==> src/hw/rtl/ccc_pkg.sv <==
// shared constants for the circle pair contact pipeline
package ccc_pkg;

   localparam int unsigned COORD_WIDTH_DEF = 24;
   localparam int unsigned RADIUS_WIDTH    = 16;
   localparam int unsigned RSUM_WIDTH      = RADIUS_WIDTH + 1;
   localparam int unsigned SQ_WIDTH        = 2 * RSUM_WIDTH;
   localparam int unsigned FRAC_BITS       = 8;
   localparam int unsigned RAD_FRAC        = 2 * FRAC_BITS;
   localparam int unsigned DIST_WIDTH      = RSUM_WIDTH + FRAC_BITS;
   localparam int unsigned RAD_WIDTH       = 2 * DIST_WIDTH;
   localparam int unsigned NORM_WIDTH      = 16;
   localparam int unsigned NMAG_WIDTH      = 15;
   localparam int unsigned NORM_ONE        = 16384;
   localparam int unsigned DIV_SHIFT       = 23;
   localparam int unsigned DIVD_WIDTH      = RSUM_WIDTH + DIV_SHIFT + 1;
   localparam int unsigned DEPTH_WIDTH     = 17;
   localparam int unsigned DEPTH_SUM_WIDTH = DIST_WIDTH + 1;
   localparam int unsigned DEPTH_ROUND     = 128;
   localparam int unsigned PROD_WIDTH      = NMAG_WIDTH + RADIUS_WIDTH;
   localparam int unsigned NORM_FRAC       = 14;
   localparam int unsigned PROD_ROUND      = 8192;
   localparam int unsigned OFS_WIDTH       = PROD_WIDTH + 1 - NORM_FRAC;

endpackage

==> src/hw/rtl/ccc_isqrt.sv <==
// pipelined integer square root, one result bit per stage
module ccc_isqrt #(
   parameter int unsigned SIDE_WIDTH = 1
) (
   input  logic                             clock,
   input  logic                             reset,
   input  logic                             en,
   input  logic                             in_valid,
   input  logic [ccc_pkg::RAD_WIDTH-1:0]    in_radicand,
   input  logic [SIDE_WIDTH-1:0]            in_side,
   output logic                             out_valid,
   output logic [ccc_pkg::DIST_WIDTH-1:0]   out_root,
   output logic [SIDE_WIDTH-1:0]            out_side
);
   localparam int unsigned NSTG = ccc_pkg::DIST_WIDTH;
   localparam int unsigned RW   = ccc_pkg::RAD_WIDTH + 1;

   logic [RW-1:0]         rem_ff   [NSTG];
   logic [NSTG-1:0]       root_ff  [NSTG];
   logic [SIDE_WIDTH-1:0] side_ff  [NSTG];
   logic                  valid_ff [NSTG];

   for (genvar k = 0; k < NSTG; k++) begin : g_stage
      localparam int unsigned BIT = NSTG - 1 - k;
      logic [RW-1:0]         rem_src;
      logic [NSTG-1:0]       root_src;
      logic [SIDE_WIDTH-1:0] side_src;
      logic                  valid_src;
      logic [RW-1:0]         trial;
      logic [RW-1:0]         rem_in;
      logic [NSTG-1:0]       root_in;

      if (k == 0) begin : g_first
         assign rem_src   = RW'(in_radicand);
         assign root_src  = '0;
         assign side_src  = in_side;
         assign valid_src = in_valid;
      end else begin : g_next
         assign rem_src   = rem_ff[k-1];
         assign root_src  = root_ff[k-1];
         assign side_src  = side_ff[k-1];
         assign valid_src = valid_ff[k-1];
      end

      // try setting this bit: (r + 2^b)^2 - r^2 = r*2^(b+1) + 2^(2b)
      assign trial = (RW'(root_src) << (BIT + 1)) + (RW'(1) << (2 * BIT));

      always_comb begin
         if (rem_src >= trial) begin
            rem_in  = rem_src - trial;
            root_in = root_src | (NSTG'(1) << BIT);
         end else begin
            rem_in  = rem_src;
            root_in = root_src;
         end
      end

      always_ff @(posedge clock) begin
         if (reset) begin
            valid_ff[k] <= 1'b0;
         end else if (en) begin
            valid_ff[k] <= valid_src;
         end
         if (en) begin
            rem_ff[k]  <= rem_in;
            root_ff[k] <= root_in;
            side_ff[k] <= side_src;
         end
      end
   end

   assign out_valid = valid_ff[NSTG-1];
   assign out_root  = root_ff[NSTG-1];
   assign out_side  = side_ff[NSTG-1];

endmodule

==> config.mk <==
export PLATFORM = sky130hd
export DESIGN_NAME = ccc_isqrt
export DESIGN_NICKNAME = d
export VERILOG_FILES = /design/src/hw/rtl/ccc_pkg.sv /design/src/hw/rtl/ccc_isqrt.sv
export SDC_FILE = /design/constraint.sdc
export NUM_CORES = 2
export LEC_CHECK = 0
export ABC_AREA = 1
export BUFFER_PORTS_ARGS = -buffer_cell sky130_fd_sc_hd__buf_2
export CORE_MARGIN = 2
export CORE_UTILIZATION = 25
export DETAILED_ROUTE_END_ITERATION = 6
export PLACE_DENSITY = 0.49
export SLEW_MARGIN = 0
export SYNTH_ARGS = -nofsm -noshare
export SYNTH_HDL_FRONTEND = slang
export SYNTH_SLANG_ARGS = --single-unit
==> constraint.sdc <==
create_clock -name clock -period 4.15 [get_ports clock]
set_input_delay 0.415 -clock clock [delete_from_list [all_inputs] [get_ports clock]]
set_output_delay 0.415 -clock clock [all_outputs]
set_load 0.05 [all_outputs]
==> impl_metrics.yaml <==
status:
  status: "finished with violations"
  violations: "design-rule violations"
placement:
  gp_congestion: 0.929
  port_buffers: 81
  hpwl_um: 223000
  dpl_worst_slack_ps: 932
  place_inst: 15358
detailed_routing:
  dr.pass1.iters: 7
  viasPerCell: 4.40
  drcViolationCount: 3
  drt_wl_total_um: 278000
  drt_first_iter_violations: 5393
  wl_per_cell_um: 17.6
  ant_nets: 0
  num_vias: 69347
layout:
  drive_gt1_frac: 0.0483
  fin_cells: 15762
  final_common_cell: "nand2_1"
  fin_nets: 11232
  areaGrowthSynthToFinish_pct: 15.0
  mostFrequentLayoutCells: "nand2_1 (3293), inv_1 (1751), edfxtp_1 (1599)"
floorplan:
  start_util: 0.251
  ioPinCount: 82
  fp-row-count: 220
  core_area_um2: 358000
  die_w_um: 603
  die_area_um2: 364000
  dieHeight_um: 603
logic_synthesis:
  synth_area_leader_cell: "edfxtp_1"
  async_flop_share: 0
  syn_inst: 10507
  syn_nets: 10908
  yosys_register_bits: 1599
  synth_area_um2: 89800
  seq_area_frac_synth: 0.534
  synth.top_cell.area_share: 0.534
  dominantRegCellSynth: "edfxtp_1"
  ys_types: 58
  synth-edff-count: 1599
  avgSynthCellArea_um2: 8.55
  yosysWarningCount: 0
  ys_top_cells_by_area: "edfxtp_1 (53%), nand2_1 (14%), inv_1 (7.3%), nor2_1 (4.8%), ha_1 (4.8%)"
critical_path:
  worst_path_most_repeated_cell: "nand2_1"
  slowest_stage: "edfxtp_1"
  crit_chain: "inv_1, ha_1, o21ai_1, nand2_1, nand2_1, nand2_1, nand2_1, nand2_1, nand2_1, nand2_2, nor2_4, buf_12, o21ai_0"
  cp_max_fo: 52
  rr_endpoint: "rem_ff[2][268]$_DFFE_PP_"
  worstPathRequired_ps: 4730
  path_class: "reg -> reg"
  cp-end-kind: "flop"
  max_stage_delay_ps: 500
  arrival_ps: 3820
  ff2ff_path_depth: 13
  cp-start-kind: "flop"
  regToRegStartpoint: "root_ff[1][104]$_DFFE_PP_"
  r2r_slack_ps: 900
cts:
  cts.repair.resized: 0
  cts_tree: "done"
  numCtsBuffers: 190
  clk_latency_ps: 940
  cts.sinks: 1599
  clockBufferDepth: 4
  path_clk_slew_ps: 60
  cts_root_buf: "clkbuf_16"
  htree_num_levels: 4
  post_cts_buffers: 0
grt:
  antenna_found_initial: 4
  grt_use_total: 0.149
  grt_pass1_vias: 67082
  grt_max_degree: 155
  grt_pass1_wl_um: 417000
  gr-total-overflow: 0
timing:
  timing.fmax_mhz: 308
  slew_headroom: 0.387
  final_hold_viol_count: 0
  min_period_ps: 3250
  setup_tns_ps: 0
  slew_violations: 0
  grt_setup_unrepaired: "false"
  setup_slack_ps: 901
  fin_crit_sh: 0.783
  clock_skew_ps: 132
  tightest_slew_ps: 910
  final-setup-viol-count: 0
pwr:
  leakagePower_nw: 44.2
  ir_drop_mv: 0.356
  fin_total_pwr_mw: 50.5
  powerDensity_nw_per_um2: 489
hold_path:
  hold_depth: 2
  hold_start: "in_radicand[6]"
  hold_path.class: "in -> reg"
  hold_end: "rem_ff[0][6]$_DFFE_PP_"
job:
  cap_violations: 0
==> worst max-delay path: cells and delay by family (launching register included) <==
family / cells / cell delay [ps]
and+or+nand+nor: 8 / 1290
AOI/OAI and AO/OA: 2 / 360
buffers and inverters: 2 / 370
adders and majority gates: 1 / 360
DFF: 1 / 500
==> sequential cells by signal, summed over array words and instances, names as in the netlist <==
register,count
rem_ff,1224
side_ff,25
root_ff,325
valid_ff,25
==> timing repair <==
item | 4_1_cts | 5_1_grt
endpoints found under the hold margin | 69 | 0
setup endpoints to repair | 0 | 0
hold buffers | 54 | 0
==> kinds of logic (layout without fill, tap and decap cells) <==
group	Yosys count	after routing	synth area share
adder cells (fa/ha/maj)	346	346	0.0482
flip-flops	1599	1599	0.534
AND/OR/NAND/NOR	5593	5593	0.258
XOR/XNOR	317	317	0.0309
buffers and inverters	1846	2324	0.0800
AO/OA/AOI/OAI	805	805	0.0488
other	1	5	0.0000417
==> synthesized netlist by cell type, types with 21 or more instances <==
cell type	number
nor2_1	1157
nand2_1	3293
xnor2_1	159
nand4_1	205
o21ai_1	30
ha_1	346
nand3_1	580
a21oi_1	427
o21bai_1	21
xor2_1	158
edfxtp_1	1599
o21ai_0	237
nor3_1	124
nand3b_1	61
inv_1	1751
buf_2	44
nor4_1	82
==> metrics by stage <==
stage           util  hold slack [ps]  area (µm²)
6_report       0.288              197      103000
5_1_grt        0.288              128      103000
4_1_cts        0.288              102      103000
3_5_place_dp   0.269              406       96500
3_3_place_gp   0.269              402       96500
2_1_floorplan      -              400       89800
==> metal layers <==
| metal | GRT usage | part of all wire | vias to the layer above |
|---|---|---|---|
| met3 | 0.0168 | 0.044 | 382 |
| li1 | - | - | 34900 |
| met4 | 0.0436 | 0.032 | 0 |
| met5 | 0 | 0 | - |
| met2 | 0.259 | 0.48 | 1578 |
| met1 | 0.194 | 0.44 | 32487 |
==> how the worst max path moves through the flow <==
stage                                         start  slack, ps                        to  cells past startpoint
after floorplan            rem_ff[0][348]$_DFFE_PP_       2010  rem_ff[0][399]$_DFFE_PP_                     10
after global placement    root_ff[1][116]$_DFFE_PP_        950  rem_ff[2][274]$_DFFE_PP_                     12
after detailed placement  root_ff[1][116]$_DFFE_PP_        930  rem_ff[2][274]$_DFFE_PP_                     12
after CTS                 root_ff[1][104]$_DFFE_PP_        940  rem_ff[2][268]$_DFFE_PP_                     13
after global routing       rem_ff[2][265]$_DFFE_PP_        700  rem_ff[2][319]$_DFFE_PP_                     12
final                     root_ff[1][104]$_DFFE_PP_        900  rem_ff[2][268]$_DFFE_PP_                     13
==> cell type report <==
type / count / area [µm²]
flip-flops and latches: 1599 / 48000
clock buffers: 223 / 4900
multi-input cells: 7062 / 34700
well taps: 4773 / 5970
diodes: 4 / 10.0
clock inverters: 123 / 1370
repair buffers: 217 / 1780
inverters: 1761 / 6610
fillers: 38514 / 255000
==> power breakdown <==
part	switching, mW	total [mW]	internal (mW)	leakage, nW
Clock	7.10	16.9	9.82	3.03
Combinational	8.13	11.8	3.70	25.8
Sequential	1.57	21.8	20.2	15.4
Total	16.8	50.5	33.7	44.2
(Power assumes the default switching activity.)
