==> src/hw/rtl/ccc_pkg.sv <==
// shared constants for the circle pair contact pipeline
package ccc_pkg;

   localparam int unsigned COORD_WIDTH_DEF = 24;
   localparam int unsigned RADIUS_WIDTH    = 16;
   localparam int unsigned RSUM_WIDTH      = RADIUS_WIDTH + 1;
   localparam int unsigned SQ_WIDTH        = 2 * RSUM_WIDTH;
   localparam int unsigned FRAC_BITS       = 8;
   localparam int unsigned RAD_FRAC        = 2 * FRAC_BITS;
   localparam int unsigned DIST_WIDTH      = RSUM_WIDTH + FRAC_BITS;
   localparam int unsigned RAD_WIDTH       = 2 * DIST_WIDTH;
   localparam int unsigned NORM_WIDTH      = 16;
   localparam int unsigned NMAG_WIDTH      = 15;
   localparam int unsigned NORM_ONE        = 16384;
   localparam int unsigned DIV_SHIFT       = 23;
   localparam int unsigned DIVD_WIDTH      = RSUM_WIDTH + DIV_SHIFT + 1;
   localparam int unsigned DEPTH_WIDTH     = 17;
   localparam int unsigned DEPTH_SUM_WIDTH = DIST_WIDTH + 1;
   localparam int unsigned DEPTH_ROUND     = 128;
   localparam int unsigned PROD_WIDTH      = NMAG_WIDTH + RADIUS_WIDTH;
   localparam int unsigned NORM_FRAC       = 14;
   localparam int unsigned PROD_ROUND      = 8192;
   localparam int unsigned OFS_WIDTH       = PROD_WIDTH + 1 - NORM_FRAC;

endpackage

==> src/hw/rtl/ccc_ndiv.sv <==
// pipelined two-lane rounded divide for the unit normal
module ccc_ndiv #(
   parameter int unsigned SIDE_WIDTH = 1
) (
   input  logic                             clock,
   input  logic                             reset,
   input  logic                             en,
   input  logic                             in_valid,
   input  logic [ccc_pkg::RSUM_WIDTH-1:0]   in_mag_x,
   input  logic [ccc_pkg::RSUM_WIDTH-1:0]   in_mag_y,
   input  logic [ccc_pkg::DIST_WIDTH-1:0]   in_dist,
   input  logic [SIDE_WIDTH-1:0]            in_side,
   output logic                             out_valid,
   output logic [ccc_pkg::NMAG_WIDTH-1:0]   out_nmag_x,
   output logic [ccc_pkg::NMAG_WIDTH-1:0]   out_nmag_y,
   output logic [ccc_pkg::DIST_WIDTH-1:0]   out_dist,
   output logic [SIDE_WIDTH-1:0]            out_side
);
   localparam int unsigned QW  = ccc_pkg::NMAG_WIDTH;
   localparam int unsigned NW  = ccc_pkg::DIVD_WIDTH;
   localparam int unsigned DTW = ccc_pkg::DIST_WIDTH;

   // prep stage: numerator = mag * 2^23 + dist, denominator = 2 * dist
   logic [NW-1:0]         num_p_ff [2];
   logic [DTW-1:0]        dist_p_ff;
   logic [SIDE_WIDTH-1:0] side_p_ff;
   logic                  valid_p_ff;

   always_ff @(posedge clock) begin
      if (reset) begin
         valid_p_ff <= 1'b0;
      end else if (en) begin
         valid_p_ff <= in_valid;
      end
      if (en) begin
         num_p_ff[0] <= (NW'(in_mag_x) << ccc_pkg::DIV_SHIFT) + NW'(in_dist);
         num_p_ff[1] <= (NW'(in_mag_y) << ccc_pkg::DIV_SHIFT) + NW'(in_dist);
         dist_p_ff   <= in_dist;
         side_p_ff   <= in_side;
      end
   end

   logic [NW-1:0]         rem_ff   [QW][2];
   logic [QW-1:0]         quo_ff   [QW][2];
   logic [DTW-1:0]        dist_ff  [QW];
   logic [SIDE_WIDTH-1:0] side_ff  [QW];
   logic                  valid_ff [QW];

   for (genvar k = 0; k < QW; k++) begin : g_stage
      localparam int unsigned BIT = QW - 1 - k;
      logic [NW-1:0]         rem_src [2];
      logic [QW-1:0]         quo_src [2];
      logic [DTW-1:0]        dist_src;
      logic [SIDE_WIDTH-1:0] side_src;
      logic                  valid_src;
      logic [NW-1:0]         trial;
      logic [NW-1:0]         rem_in  [2];
      logic [QW-1:0]         quo_in  [2];

      if (k == 0) begin : g_first
         assign rem_src[0] = num_p_ff[0];
         assign rem_src[1] = num_p_ff[1];
         assign quo_src[0] = '0;
         assign quo_src[1] = '0;
         assign dist_src   = dist_p_ff;
         assign side_src   = side_p_ff;
         assign valid_src  = valid_p_ff;
      end else begin : g_next
         assign rem_src[0] = rem_ff[k-1][0];
         assign rem_src[1] = rem_ff[k-1][1];
         assign quo_src[0] = quo_ff[k-1][0];
         assign quo_src[1] = quo_ff[k-1][1];
         assign dist_src   = dist_ff[k-1];
         assign side_src   = side_ff[k-1];
         assign valid_src  = valid_ff[k-1];
      end

      assign trial = NW'(dist_src) << (BIT + 1);

      always_comb begin
         for (int ln = 0; ln < 2; ln++) begin
            if (rem_src[ln] >= trial) begin
               rem_in[ln] = rem_src[ln] - trial;
               quo_in[ln] = quo_src[ln] | (QW'(1) << BIT);
            end else begin
               rem_in[ln] = rem_src[ln];
               quo_in[ln] = quo_src[ln];
            end
         end
      end

      always_ff @(posedge clock) begin
         if (reset) begin
            valid_ff[k] <= 1'b0;
         end else if (en) begin
            valid_ff[k] <= valid_src;
         end
         if (en) begin
            rem_ff[k][0] <= rem_in[0];
            rem_ff[k][1] <= rem_in[1];
            quo_ff[k][0] <= quo_in[0];
            quo_ff[k][1] <= quo_in[1];
            dist_ff[k]   <= dist_src;
            side_ff[k]   <= side_src;
         end
      end
   end

   // coincident centres give a zero normal; magnitude clamps to one
   function automatic logic [QW-1:0] clamp_q(input logic [QW-1:0] q, input logic zero);
      if (zero) begin
         return '0;
      end
      if (q > QW'(ccc_pkg::NORM_ONE)) begin
         return QW'(ccc_pkg::NORM_ONE);
      end
      return q;
   endfunction

   logic dist_zero;
   assign dist_zero  = (dist_ff[QW-1] == '0);
   assign out_valid  = valid_ff[QW-1];
   assign out_nmag_x = clamp_q(quo_ff[QW-1][0], dist_zero);
   assign out_nmag_y = clamp_q(quo_ff[QW-1][1], dist_zero);
   assign out_dist   = dist_ff[QW-1];
   assign out_side   = side_ff[QW-1];

endmodule

==> config.mk <==
export PLATFORM = sky130hd
export DESIGN_NAME = ccc_ndiv
export DESIGN_NICKNAME = d
export VERILOG_FILES = /design/src/hw/rtl/ccc_pkg.sv /design/src/hw/rtl/ccc_ndiv.sv
export SDC_FILE = /design/constraint.sdc
export NUM_CORES = 2
export LEC_CHECK = 0
export BUFFER_PORTS_ARGS = -buffer_cell sky130_fd_sc_hd__buf_4
export CAP_MARGIN = 0
export CORE_ASPECT_RATIO = 0.8
export CORE_UTILIZATION = 32
export DETAILED_ROUTE_END_ITERATION = 8
export SLEW_MARGIN = 20
export SYNTH_ARGS = -nofsm -noshare
export SYNTH_HDL_FRONTEND = slang
export SYNTH_SLANG_ARGS = --single-unit
==> constraint.sdc <==
create_clock -name clock -period 4.5 [get_ports clock]
set_input_delay 0.9 -clock clock [delete_from_list [all_inputs] [get_ports clock]]
set_output_delay 0.9 -clock clock [all_outputs]
set_load 0.005 [all_outputs]
==> run metrics <==
status=complete, no violations; Final Instance Area=112000 um^2; Cell Chain, Critical Path=inv_1, ha_1, a21o_1, a21oi_1, o21ai_0, a211oi_1, a211oi_1, a21oi_1, a211oi_1, nand3_1, xnor2_1; Max Cap Viol=0; crit end category=flip-flop; Power Dens Cells=662.1 nW/um^2; fraction of layout cells with a size suffix above 1=8.286%; Max VDD drop=0.0003146 V; Port Buffer Count=120; post-synth cell types=90; CTS tree=done; Max Clk Rate=234.5 MHz; Post-Syn Area=99460 um^2; Multi-input gate area=47750 um^2; Synth Instances=9390; warnings from Yosys=0; simple-gate share of the synthesized area=13.00%; via count=74690; Total GRT Usage=18.87%; die width=625.3 um; largest family of logic cells by synthesized area=compound AO/OA/AOI/OAI gates; # DRC=0; Seq cells post-synth=1618; Fillers=30560; Reg-to-Reg Start=dist_ff[0][142]$_DFFE_PP_; CP max stage cell=a211oi_1; multiplexer area fraction after synthesis=1.985%; P_leak=42.85 nW; CTS H-tree depth=4; # nets final=10410; total CTS buffers=182; worst path buffer plus inverter count=1; largest net degree at the start of global routing=173; adder and majority cell fraction of the synthesized area=9.752%; Final ANT Viol Nets=0; Clock power frac=20.0%; vias in the first global route=70370; Primary FF master, synth=edfxtp_1; die height=500.7 um; Starting DRT DRC Count=7800; Placed Area=106200 um^2; HPWL Detailed=242.5 mm; Pre-antenna DRT Iters=8; Core Area=308300 um^2; Clock Path Buffers=4; Pins Over Slew Limit=0; Switching Share=39.95%; share of total power in sequential cells=35.9%; Synth top cells by count=edfxtp_1, a21oi_1, ha_1; GRT overflow=0; vias per cell=5.385; Comb power frac=44.1%; Storage cell area=48580 um^2; Worst slew margin=23.61%; area delta synth->final=12.57%; antenna violations before repair=13; Post-synth EDFFs=1617; CP max FO=6; WL/cell=22.03 um; RSZ-0062 raised after global routing=false; Crit. path cell count=11; FF-to-FF End=rem_ff[0][528]$_DFFE_PP_; clock sinks=1618; ratio of final minimum period to clock period=94.76%; internal power=44.52 mW; Net Count, Synth=10210; crit path kind=flip-flop to flip-flop; Synth area leader=edfxtp_1; Worst path max stage delay=0.70 ns; Sw Pwr=29.62 mW; Worst EP arrival=4.84 ns; Initial Utilization=32.26%; sequential area share after synthesis=48.84%; most used cell, CP=a211oi_1; final hold violations=0; post-synth top area share=48.82%; Worst-Skew Late Latency=0.87 ns; synth top area cells=edfxtp_1, ha_1, a21oi_1; CTS root buf=clkbuf_16; complex-gate fraction of the synthesized area=16.17%; Worst R2R Setup Slack=0.24 ns; Setup TNS=0 ns; global-route wire length before repair=451.7 mm; Final setup viols=0; Worst Setup SP=dist_ff[0][142]$_DFFE_PP_; Routability Congestion=0.9654; # rows=182; min-delay worst type=input port to flip-flop; Top delay family on crit path=compound AO/OA/AOI/OAI gates; DIE AREA=313100 um^2; Worst-Margin Slew=1.146 ns; clock slew at reported path FFs=0.06 ns; Worst Setup EP=rem_ff[0][528]$_DFFE_PP_; Final Skew=0.09580 ns; syn avg cell area=10.59 um^2; R2R depth=11; crit start category=flip-flop; CP required=5.08 ns; num ports=121; xor and xnor fraction of the mapped netlist area=6.921%; crit path time final=4.264 ns; most numerous cell in the Yosys netlist=edfxtp_1; routed wire length=305.6 mm; Post-synth ARST share=0%; # hold bufs at CTS=0
==> area by class of cell <==
cell class                      count  share of cell area (%)
Sequential cell                  1618                   43.39
Multi-Input combinational cell   6927                   42.65
Tap cell                         4140                   4.626
Clock buffer                      218                   4.226
Timing Repair Buffer              285                   2.253
Inverter                          575                   1.928
Clock inverter                    104                  0.9297
Antenna cell                        3                0.006705
==> worst min path at each step <==
stage / startpoint / endpoint / slack, ns / cells after the start
3_3_place_gp: quo_ff[1][36]$_DFFE_PP_ / quo_ff[1][66]$_DFFE_PP_ / 0.40 / 0
3_5_place_dp: quo_ff[0][104]$_DFFE_PP_ / quo_ff[0][134]$_DFFE_PP_ / 0.40 / 0
6_report: reset / g_stage[0].valid_src$_SDFFE_PP0P_ / 0.18 / 2
5_1_grt: in_dist[6] / dist_p_ff[6]$_DFFE_PP_ / 0.13 / 1
4_1_cts: reset / g_stage[0].valid_src$_SDFFE_PP0P_ / 0.11 / 2
2_1_floorplan: quo_ff[0][72]$_DFFE_PP_ / quo_ff[0][102]$_DFFE_PP_ / 0.40 / 0
==> layout by cell type, fill, tap and decap left out, types with 88 or more instances in the layout <==
master / n
nand2_1: 719
xor2_1: 337
nand3_1: 165
o21ai_0: 614
a21o_1: 357
a211oi_1: 93
xnor2_1: 449
nor4_1: 110
mux2_2: 150
buf_4: 255
o21bai_1: 88
clkbuf_16: 184
o21a_1: 96
inv_1: 570
nor2b_1: 100
nor2_1: 671
ha_1: 732
edfxtp_1: 1617
a21oi_1: 788
nand2b_1: 117
nand4_1: 153
nor3_1: 174
==> registers in the layout (all words and copies together) (netlist names) <==
signal / flops
valid_ff: 15
rem_ff: 910
dist_ff: 375
quo_ff: 240
g_stage.valid_src: 1
dist_p_ff: 25
g_stage.side_src: 1
num_p_ff: 36
side_ff: 15
==> cell families after synthesis <==
kind of cell               after synthesis
AOI/OAI and AO/OA                     2570
muxes                                  175
and+or+nand+nor                       2637
buffers and inverters                  845
xor gates and xnor gates               786
adders and majority gates              759
DFF                                   1618
==> metal layers <==
metal	vias to the layer above	share of wire [%]	GRT usage, %
li1	35470	-	-
met1	36250	48	28.03
met2	2619	43	28.07
met3	352	7.4	3.642
met4	0	2.3	4.311
met5	-	0	0
==> metrics by stage <==
step / setup slack [ns] / hold WS, ns / power, mW / utilization [%] / std cells
after floorplan: 0.5614 / 0.4003 / 47.73 / - / 9390
after global placement: 0.4122 / 0.4038 / 58.64 / 34.44 / 13550
after detailed placement: 0.3459 / 0.4045 / 58.85 / 34.44 / 13550
after CTS: 0.03587 / 0.1087 / 74.10 / 36.31 / 13870
after global routing: 0.01135 / 0.1332 / 78.53 / 36.31 / 13870
final: 0.2358 / 0.1839 / 74.13 / 36.31 / 13870
==> timing repair <==
action,CTS,global route
setup buffers,0,0
resized for setup,0,2
endpoints found under the setup margin,0,21
==> power by group through the flow <==
| stage | Clock, mW | Sequential [mW] | Combinational [mW] |
|---|---|---|---|
| global placement | 0 | 26.9 | 31.7 |
| finish | 14.8 | 26.6 | 32.7 |
| global route | 15.8 | 26.9 | 35.8 |
| CTS | 15.3 | 26.6 | 32.2 |
| floorplan | 0 | 24.4 | 23.4 |
| detailed placement | 0 | 26.9 | 32.0 |
Note: power is estimated with default switching activity, not from simulation.
